<file path="src/fmaf_pkg.sv">
// Shared types, constants and helpers of the first-match address filter.
package fmaf_pkg;

  // Rule table size and derived widths.
  localparam int MaxRules  = 16;
  localparam int RuleIdxW  = (MaxRules > 1) ? $clog2(MaxRules) : 1;
  localparam int CountW    = $clog2(MaxRules + 1);
  localparam int AddrW     = 32;
  localparam int OctetsW   = 3;
  localparam int OctetBits = 8;

  // Command codes of an input item.
  typedef enum logic [1:0] {
    CmdAppend = 2'd0,
    CmdCheck  = 2'd1,
    CmdClear  = 2'd2
  } cmd_e;

  // Input item.
  typedef struct packed {
    cmd_e               command;
    logic               rule_permit;
    logic               rule_mode;
    logic [AddrW-1:0]   rule_address;
    logic [OctetsW-1:0] rule_octets;
    logic [AddrW-1:0]   query_address;
    logic               query_mode;
  } in_item_t;

  // Result item.
  typedef struct packed {
    logic permitted;
    logic matched;
    logic status;
  } out_item_t;

  // One stored rule.
  typedef struct packed {
    logic               permit;
    logic               mode;
    logic [AddrW-1:0]   address;
    logic [OctetsW-1:0] octets;
  } rule_t;

  // Query token that walks down the chain of cells.
  typedef struct packed {
    logic             active;
    logic             mode;
    logic [AddrW-1:0] address;
    logic             decided;
    logic             permit;
  } probe_t;

  // Prefix mask for a number of leading octets; counts above four compare all bits.
  function automatic logic [AddrW-1:0] prefix_mask(input logic [OctetsW-1:0] octets);
    logic [AddrW-1:0] mask;
    case (octets)
      3'd0:    mask = '0;
      3'd1:    mask = {{OctetBits{1'b1}}, {(AddrW - OctetBits){1'b0}}};
      3'd2:    mask = {{(2 * OctetBits){1'b1}}, {(AddrW - 2 * OctetBits){1'b0}}};
      3'd3:    mask = {{(3 * OctetBits){1'b1}}, {(AddrW - 3 * OctetBits){1'b0}}};
      default: mask = '1;
    endcase
    return mask;
  endfunction

  // Clamp an octet count to the range zero to four.
  function automatic logic [OctetsW-1:0] sat_octets(input logic [OctetsW-1:0] octets);
    return (octets > OctetsW'(4)) ? OctetsW'(4) : octets;
  endfunction

endpackage

</file>
<file path="src/fmaf_cell.sv">
// One rule cell: holds a rule and tests the passing query token against it.
module fmaf_cell (
  input  logic            clk_i,
  input  logic            rst_ni,
  input  logic            we_i,
  input  fmaf_pkg::rule_t rule_i,
  input  logic            rule_valid_i,
  input  fmaf_pkg::probe_t probe_i,
  output fmaf_pkg::probe_t probe_o
);
  import fmaf_pkg::*;

  rule_t  rule_q;
  probe_t probe_q, probe_d;
  logic   hit;

  // Rule storage, written once per append to this slot.
  always_ff @(posedge clk_i) begin
    if (we_i) begin
      rule_q <= rule_i;
    end
  end

  // First undecided token with matching mode and prefix takes this rule's action.
  assign hit = probe_i.active && !probe_i.decided && rule_valid_i &&
               (rule_q.mode == probe_i.mode) &&
               (((probe_i.address ^ rule_q.address) & prefix_mask(rule_q.octets)) == '0);

  always_comb begin
    probe_d = probe_i;
    if (hit) begin
      probe_d.decided = 1'b1;
      probe_d.permit  = rule_q.permit;
    end
  end

  // Hand the token to the next cell; reset leaves the chain empty.
  always_ff @(posedge clk_i or negedge rst_ni) begin
    if (!rst_ni) begin
      probe_q <= '0;
    end else begin
      probe_q <= probe_d;
    end
  end

  assign probe_o = probe_q;

endmodule

</file>
<file path="src/first_match_address_filter.sv">
// Top level of the first-match address filter: control, rule count and cell chain.
//
// Usage: items enter on in_valid_i/in_ready_o and results leave on
// out_valid_o/out_ready_i, both valid/ready channels carrying packed structs.
// Every item gives exactly one result item.
// An append stores a rule in the next free cell, or reports status 1 when all
// MaxRules cells are in use. A clear empties the table. A check sends a query
// token down the chain of cells, one cell per cycle; the first cell whose rule
// has the same mode and a matching prefix decides the outcome.
// After acceptance the result is registered in res_q and then moved to the output
// register; for a check, res_q is set once the token has walked the whole chain.
// One item is handled at a time: the next item is taken once the previous result
// has moved into the output register.
// Reset empties the rule table and the output register; rule contents are
// not cleared and are never read before they are written.
// When the receiver stalls, the result holds in the output register; the block can
// take one more item, then waits with in_ready_o low until the result is taken.
module first_match_address_filter (
  input  logic                clk_i,
  input  logic                rst_ni,
  input  logic                in_valid_i,
  output logic                in_ready_o,
  input  fmaf_pkg::in_item_t  in_item_i,
  output logic                out_valid_o,
  input  logic                out_ready_i,
  output fmaf_pkg::out_item_t out_item_o
);
  import fmaf_pkg::*;

  typedef enum logic [1:0] {
    StIdle,
    StScan,
    StWait
  } state_e;

  state_e          state_q, state_d;
  logic [CountW-1:0] count_q, count_d;
  out_item_t       res_q, res_d;
  out_item_t       out_q, out_d;
  logic            out_valid_q, out_valid_d;

  logic            accept;
  logic            full;
  logic            append_ok;
  rule_t           new_rule;
  probe_t          chain [MaxRules+1];
  logic [MaxRules-1:0] active_vec;

  assign accept    = in_valid_i && in_ready_o;
  assign full      = (count_q == CountW'(MaxRules));
  assign append_ok = accept && (in_item_i.command == CmdAppend) && !full;

  // Rule to store, with the octet count clamped.
  assign new_rule.permit  = in_item_i.rule_permit;
  assign new_rule.mode    = in_item_i.rule_mode;
  assign new_rule.address = in_item_i.rule_address;
  assign new_rule.octets  = sat_octets(in_item_i.rule_octets);

  // Token injected into the first cell when a check is accepted.
  assign chain[0].active  = accept && (in_item_i.command == CmdCheck);
  assign chain[0].mode    = in_item_i.query_mode;
  assign chain[0].address = in_item_i.query_address;
  assign chain[0].decided = 1'b0;
  assign chain[0].permit  = 1'b0;

  // Chain of rule cells; cell i holds rule slot i.
  for (genvar i = 0; i < MaxRules; i++) begin : g_cell
    logic we;
    logic rule_valid;

    assign we         = append_ok && (count_q[RuleIdxW-1:0] == RuleIdxW'(i));
    assign rule_valid = (CountW'(i) < count_q);

    fmaf_cell u_cell (
      .clk_i,
      .rst_ni,
      .we_i         (we),
      .rule_i       (new_rule),
      .rule_valid_i (rule_valid),
      .probe_i      (chain[i]),
      .probe_o      (chain[i+1])
    );

    assign active_vec[i] = chain[i+1].active;
  end

  // Control: accept, scan for a check, then move the result to the output register.
  always_comb begin
    state_d     = state_q;
    count_d     = count_q;
    res_d       = res_q;
    out_d       = out_q;
    out_valid_d = out_valid_q;

    if (out_valid_q && out_ready_i) begin
      out_valid_d = 1'b0;
    end

    case (state_q)
      StIdle: begin
        if (accept) begin
          res_d   = '0;
          state_d = StWait;
          case (in_item_i.command)
            CmdAppend: begin
              if (full) begin
                res_d.status = 1'b1;
              end else begin
                count_d = count_q + CountW'(1);
              end
            end
            CmdCheck: begin
              state_d = StScan;
            end
            CmdClear: begin
              count_d = '0;
            end
            default: begin
              res_d = '0;
            end
          endcase
        end
      end
      StScan: begin
        if (chain[MaxRules].active) begin
          res_d.permitted = chain[MaxRules].decided && chain[MaxRules].permit;
          res_d.matched   = chain[MaxRules].decided;
          res_d.status    = 1'b0;
          state_d         = StWait;
        end
      end
      StWait: begin
        if (!out_valid_q || out_ready_i) begin
          out_d       = res_q;
          out_valid_d = 1'b1;
          state_d     = StIdle;
        end
      end
      default: begin
        state_d = StIdle;
      end
    endcase
  end

  always_ff @(posedge clk_i or negedge rst_ni) begin
    if (!rst_ni) begin
      state_q     <= StIdle;
      count_q     <= '0;
      out_valid_q <= 1'b0;
    end else begin
      state_q     <= state_d;
      count_q     <= count_d;
      out_valid_q <= out_valid_d;
    end
  end

  always_ff @(posedge clk_i) begin
    res_q <= res_d;
    out_q <= out_d;
  end

  assign in_ready_o  = (state_q == StIdle);
  assign out_valid_o = out_valid_q;
  assign out_item_o  = out_q;

  // The rule count never exceeds the table size.
  a_count_range: assert property (@(posedge clk_i) disable iff (!rst_ni)
    count_q <= CountW'(MaxRules))
    else $error("rule count above table size");

  // At most one query token is in the chain.
  a_one_token: assert property (@(posedge clk_i) disable iff (!rst_ni)
    $countones(active_vec) <= 1)
    else $error("more than one query token in the chain");

  // No token is left in the chain while the block is idle or waiting.
  a_idle_empty: assert property (@(posedge clk_i) disable iff (!rst_ni)
    (state_q != StScan) |-> (active_vec == '0))
    else $error("query token in chain outside a scan");

  // A check accepted while idle starts a scan in the next cycle.
  a_check_scans: assert property (@(posedge clk_i) disable iff (!rst_ni)
    (accept && (in_item_i.command == CmdCheck)) |=> (state_q == StScan) && active_vec[0])
    else $error("check did not start a scan");

  // A refused append never reports a match.
  a_status_excl: assert property (@(posedge clk_i) disable iff (!rst_ni)
    out_valid_o |-> !(out_item_o.status && (out_item_o.matched || out_item_o.permitted)))
    else $error("status and match reported together");

endmodule

</file>
<file path="config.mk">
export PLATFORM = sky130hd
export DESIGN_NAME = first_match_address_filter
export DESIGN_NICKNAME = d
export VERILOG_FILES = /design/src/fmaf_pkg.sv /design/src/fmaf_cell.sv /design/src/first_match_address_filter.sv
export SDC_FILE = /design/constraint.sdc
export NUM_CORES = 1
export LEC_CHECK = 0
export CORE_ASPECT_RATIO = 0.75
export CORE_MARGIN = 4
export CORE_UTILIZATION = 56
export DETAILED_ROUTE_END_ITERATION = 12
export DONT_BUFFER_PORTS = 1
export PLACE_DENSITY = 0.74
export SYNTH_ARGS = -nofsm -noshare
export SYNTH_HDL_FRONTEND = slang
export SYNTH_HIERARCHICAL = 1
export SYNTH_SLANG_ARGS = --single-unit
</file>
<file path="constraint.sdc">
create_clock -name clk_i -period 4.2 [get_ports clk_i]
set_clock_uncertainty 0.2 [all_clocks]
set_input_delay 0.21 -clock clk_i [delete_from_list [all_inputs] [get_ports clk_i]]
set_output_delay 0.21 -clock clk_i [all_outputs]
set_load 0.005 [all_outputs]
</file>
==> results of run 1 <==
-- where the power goes --
group	leakage, uW	total, uW	switching, uW	internal [uW]
logic	0.00238	833	473	360
clock network	0.00162	9130	3920	5210
registers	0.0118	12600	300	12300
total	0.0158	22500	4690	17800
-- worst max path at each step --
stage | start | to | slack [ns] | cells past startpoint
after global placement | state_q[1] | g_cell[15].u_cell/rule_q[3] | 0.97 | 3
after global routing | state_q[1] | g_cell[15].u_cell/rule_q[8] | 0.65 | 3
after CTS | state_q[1] | g_cell[15].u_cell/rule_q[8] | 0.85 | 3
after floorplan | count_q[1] | g_cell[1].u_cell/rule_q[0] | -0.15 | 5
after detailed placement | state_q[1] | g_cell[15].u_cell/rule_q[3] | 0.88 | 3
final | state_q[1] | g_cell[15].u_cell/rule_q[8] | 0.87 | 3
-- placed cells by master, fill, tap and decap left out, drive strengths merged, types with 8 or more instances in the layout --
| cell type | count |
|---|---|
| nor2b | 8 |
| nand2 | 15 |
| xor2 | 128 |
| xnor2 | 400 |
| o22ai | 17 |
| nor2 | 19 |
| dfrtp | 551 |
| clkinv | 43 |
| or2 | 16 |
| bufinv | 10 |
| mux2 | 16 |
| dlygate4sd3 | 109 |
| nand4 | 100 |
| edfxtp | 598 |
| a21oi | 34 |
| nor4 | 50 |
| nand2b | 8 |
| o32ai | 16 |
| nand3 | 34 |
| buf | 10 |
| clkbuf | 129 |
| o21ai | 20 |
| inv | 11 |
-- through the flow --
step | instance area (um^2) | TNS (ns) | worst slack (ns) | util (%) | hold WS, ns
detailed placement | 40300 | 0 | 0.880 | 58.7 | -0.263
finish | 44700 | 0 | 0.867 | 65.1 | -0.936
floorplan | 39000 | -16.96 | -0.153 | - | -0.286
global route | 44700 | 0 | 0.651 | 65.1 | -0.988
CTS | 44700 | 0 | 0.849 | 65.1 | -0.964
global placement | 40300 | 0 | 0.972 | 58.7 | -0.257
-- flip-flops by register name (all words and copies together), names as in the netlist --
signal,cells
g_cell.u_cell/rule_q,592
state_q,2
out_valid_o,1
res_q,3
count_q,5
out_item_o,3
g_cell.u_cell/probe_o,543
-- layer usage --
layer	routed length, um	vias to the layer above	global-route usage [%]
met5	12	-	0
met2	33100	384	30.2
li1	-	7942	-
met4	1760	2	5.63
met3	3410	128	4.00
met1	32200	9125	28.7
-- layout make-up --
cell class	instances	area (um^2)
flip-flops and latches	1149	31700
clock inverters	59	574
clock buffers	129	2720
multi-input cells	915	7250
inverters	7	26.3
repair buffers	119	1170
well taps	935	1170
fillers	4472	24000
-- repair_timing --
action,4_1_cts,5_1_grt
resized for setup,0,0
hold endpoints to repair,1194,551
endpoints found under the setup margin,0,0
==> results.md, run 1 <==
* DR vias at 17.6k
* Critical-path top delay cell: nor2_4
* Area Growth Syn to Fin at 14.7%
* Total Wirelength at 70,500 um
* Site Rows at 83
* Postcts setup bufs at 0
* Synth Warn # at 6
* Post-Place Cells at 3,016
* Fraction of layout cells with a size suffix above 1 at 9.55%
* Syn Std Cell Area at 38,900 um^2
* Slew Viols, Final at 454
* Worst Path Required at 4.26 ns
* Clock sink total at 1,149
* Vias in the first global route at 18.7k
* Worst r2r src: state_q[1]
* Die Y at 236 um
* CTS tree: done
* Leakage Power at 0.0158 uW
* GR Overflow Total at 0
* Number of buffers created by CTS at 99
* First-pass GRT wire length at 110,000 um
* Clock root buffer: clkbuf_16
* Skew-Pair Late Insertion Delay at 0.66 ns
* All-Layer GR Usage at 19.5%
* Peak VDD IR at 376 uV
* Die Span X at 313 um
* Worst Path Arrival at 3.39 ns
* I/O pins at 81
* Core area at 68,600 um^2
* CP top delay family: simple AND/OR/NAND/NOR gates
* Highest clock rate at 0.300 GHz
* HPWL Detailed at 45,000 um
* RSZ-0062 raised after global routing: no
* Status: finished with violations
* Detailed Route Iter0 Violations at 1,369
* Largest net degree at the start of global routing at 552
* Via density at 5.31
* Die Area at 73,900 um^2
* Clock-pin transition on the worst setup and hold timing paths at 0.06 ns
* Layout Nets at 2,371
* Crit-path cells: nor2_1 > nand4_1 > nor2_4
* Power per cell area at 504 nW/um^2
* Max_cap viols at 0
* Starting Density at 56.7%
* Initial antenna violation count at 1
* Worst Tran Pin Value at 1.97 ns
* Crit path launch type: register
* Worst R2R End: g_cell[15].u_cell/rule_q[8]
* Critical path endpoint category: register
* Cts hold-fix bufs at 109
* Flop2flop setup slack at 0.87 ns
* Min cycle time layout at 3.33 ns
* Crit path kind: reg2reg
* GPL Wtd Cong at 0.810
* Final worst path period share at 79.4%
* Port Buffers at 0
* Design Power at 22,500 uW
* Syn Area/Cell at 18.8 um^2
* WL/cell at 21.3 um
* CTS HTree Levels at 3
* CTS Buffer Depth at 3
* Final setup fails at 0
* Mapped Cells at 2,077
* Worst slew margin at -31.4%
* Final hold vios at 551
* Buf/Inv on CP at 0
* Post-route antenna net violation count at 0
* Crit-path max FO at 37
* Failing checks: negative hold slack, max-slew violations
* Worst Hold Class: in2async
* Post-route insts no fill at 3,313
* Drt pass-1 iters at 5
* Critical path's largest stage delay at 1.15 ns
* Antenna fix cells at 0
* Hold slack at -0.936 ns
* DRC violations left at 0
* R2R depth at 3
Note: power is estimated with default switching activity, not from simulation.
==> run 2: changes to the inputs <==
--- a/config.mk
+++ b/config.mk
@@ -7,10 +7,10 @@
 export LEC_CHECK = 0
 export CORE_ASPECT_RATIO = 0.75
 export CORE_MARGIN = 4
-export CORE_UTILIZATION = 56
+export CORE_UTILIZATION = 62
 export DETAILED_ROUTE_END_ITERATION = 12
 export DONT_BUFFER_PORTS = 1
-export PLACE_DENSITY = 0.74
+export PLACE_DENSITY = 0.78
 export SYNTH_ARGS = -nofsm -noshare
 export SYNTH_HDL_FRONTEND = slang
 export SYNTH_HIERARCHICAL = 1
==> constraint.sdc (replaced) <==
create_clock -name clk_i -period 3.4 [get_ports clk_i]
set_clock_uncertainty 0.2 [all_clocks]
set_input_delay 0.17 -clock clk_i [delete_from_list [all_inputs] [get_ports clk_i]]
set_output_delay 0.17 -clock clk_i [all_outputs]
set_load 0.005 [all_outputs]
==> run 2 against run 1 <==
Net effect:
- utilization grew 6.9 points
- clock-buffer cell count grew 7
- largest power group unchanged
- critical endpoint is now g_cell[0].u_cell/probe_o[0]
- critical path depth is 4 higher
- highest routed layer unchanged
- combinational power rose by 25%
- the flow finishes with violations (negative hold slack)
- final cell count decreased by 3.4%
- critical path type unchanged
- sequential share of layout area hardly changed
- global-route usage is 3.2 points higher
- power increased by 25%
- routed wire length is 5.2% higher
- die area decreased by 9.4%
- largest cell class unchanged
==> results.md, run 2 (synthesized netlist as in run 1, its figures left out) <==
* Status: finished with violations
* Failing checks: negative hold slack
* Final Worst Setup Slack at 0.682 ns (-0.185 ns)
* Port Buffers at 0 (unchanged)
* Clock sink total at 1,149 (unchanged)
* Min cycle time layout at 2.72 ns (-0.615 ns)
* Hold slack at -0.974 ns (-0.0381 ns)
* Site Rows at 79 (-4.8%)
* Area of the multi-input gates at 7250 um^2 (unchanged)
* Number of buffers created by CTS at 98 (-1.0%)
* CTS HTree Levels at 3 (unchanged)
* Die Area at 66,900 um^2 (-9.4%)
* Worst slew margin at 24.7% (+56 points)
* Leakage Power at 0.0159 uW (+0.56%)
* Fraction of layout cells with a size suffix above 1 at 10.1% (+0.53 points)
* Slew Viols, Final at 0 (-100%)
* Crit path kind: reg2reg
* Post-CTS sizing at 0 (unchanged)
* Postcts setup bufs at 0 (unchanged)
* Crit-path cells: nor2_1 > nand2_1 > nor2_1 > dlygate4sd3_1 > nand3_1 > nor4_2 > mux2_2
* Max reg flops at 592 (unchanged)
* Via density at 5.59 (+5.3%)
* WL/cell at 23.2 um (+8.9%)
* Final hold vios at 551 (unchanged)
* HPWL Detailed at 46,300 um (+2.8%)
* Stages on the worst setup path at 7 (+4)
* Die Span X at 297 um (-4.8%)
* Power per cell area at 631 nW/um^2 (+25%)
* Crit-path max FO at 8 (-78%)
* I/O pins at 81 (unchanged)
* CTS Buffer Depth at 3 (unchanged)
* DRC violations left at 0 (unchanged)
* First-pass GRT wire length at 115,000 um (+4.4%)
* Detailed Route Iter0 Violations at 1,372 (+0.22%)
* Dpl ws at 0.890 ns (+0.0103 ns)
* Total Wirelength at 74,100 um (+5.2%)
* GR Overflow Total at 0 (unchanged)
* Flop2flop setup slack at 0.68 ns (-0.18 ns)
* Clock-pin transition on the worst setup and hold timing paths at 0.06 ns (about the same)
* Final Cell Area at 44,700 um^2 (about the same)
* Cts hold-fix bufs at 109 (unchanged)
* Vias in the first global route at 19.5k (+4.1%)
* Most common cell after layout, fill and taps aside: edfxtp_1
* Critical path endpoint category: register
* Worst Path Required at 3.78 ns (-0.48 ns)
* Critical path's largest stage delay at 0.61 ns (-0.54 ns)
* CTS tree: done
* Final setup fails at 0 (unchanged)
* Most frequent cells in the layout: edfxtp_1, dfrtp_1, xnor2_1
* All-Layer GR Usage at 22.7% (+3.2 points)
* Die Y at 225 um (-4.8%)
* Highest clock rate at 0.368 GHz (+23%)
* Buf/Inv on CP at 1 (+1)
* Skew-Pair Late Insertion Delay at 0.65 ns (about the same)
* R2R depth at 7 (+4)
* Seq. cell area at 31,700 um^2 (unchanged)
* Worst Tran Pin Value at 1.13 ns (-0.841 ns)
* Largest net degree at the start of global routing at 552 (unchanged)
* Biggest register: g_cell.u_cell/rule_q
* GPL Wtd Cong at 0.842 (+4.1%)
* Starting Density at 62.7% (+6.0 points)
* Crit path top cell by count: nor2_1
* Post-route antenna net violation count at 0 (unchanged)
* Layout Nets at 2,380 (+0.38%)
* Area post-placement at 40,200 um^2 (-0.20%)
* DR vias at 17.9k (+1.6%)
* Initial antenna violation count at 8 (+7)
* CP top delay family: simple AND/OR/NAND/NOR gates
* Crit path launch type: register
* Drt pass-1 iters at 5 (unchanged)
* Worst Hold Class: in2async
* Clock root buffer: clkbuf_16
* Core area at 62,100 um^2 (-9.6%)
* Area Growth Syn to Fin at 14.7% (about the same)
* Critical-path top delay cell: dlygate4sd3_1
* Fill cell count at 3,546 (-21%)
* Peak VDD IR at 553 uV (+47%)
* Worst Path Arrival at 3.10 ns (-0.29 ns)
* RSZ-0062 raised after global routing: no
* Final worst path period share at 79.9% (+0.58 points)
* Max_cap viols at 0 (unchanged)
## run 2: metrics by stage
step / std cells / total power (uW) / setup TNS [ns] / util, %
2_1_floorplan: 2079 / 16300 / -105.76 / -
3_3_place_gp: 2901 / 16500 / 0 / 64.7
3_5_place_dp: 2901 / 16600 / 0 / 64.7
4_1_cts: 3193 / 28300 / 0 / 72.0
5_1_grt: 3196 / 29100 / 0 / 72.0
6_report: 3199 / 28200 / 0 / 72.0
## run 2: area by class of cell
class / count / share of cell area (%)
Timing Repair Buffer: 129 / 2.78
Inverter: 7 / 0.0588
Clock buffer: 136 / 6.17
Clock inverter: 47 / 1.40
Multi-Input combinational cell: 915 / 16.2
Tap cell: 810 / 2.27
Sequential cell: 1149 / 71.0
Antenna cell: 6 / 0.0336
## run 2: worst paths after layout
check | start | end
setup / recovery | state_q[1] | g_cell[0].u_cell/probe_o[0]
hold / removal | rst_ni | g_cell[14].u_cell/probe_o[3]
setup reg to reg | state_q[1] | g_cell[0].u_cell/probe_o[0]
hold reg to reg | g_cell[12].u_cell/probe_o[35] | g_cell[13].u_cell/probe_o[35]
max in group asynchronous | rst_ni | g_cell[0].u_cell/probe_o[19]
min in group clk_i | in_valid_i | g_cell[7].u_cell/rule_q[35]
## run 2: metal layers
layer	vias up	share of wire (%)	GRT usage, %
met5	-	0.035	0
met4	4	2.5	6.72
li1	7962	-	-
met1	9351	44	32.1
met2	419	49	37.3
met3	132	4.6	4.02
## run 2: where the power goes
part / leakage [uW] / internal, uW / total [uW] / switching [uW]
Clock: 0.00165 / 6820 / 11600 / 4810
Combinational: 0.00243 / 444 / 1040 / 595
Sequential: 0.0118 / 15100 / 15500 / 386
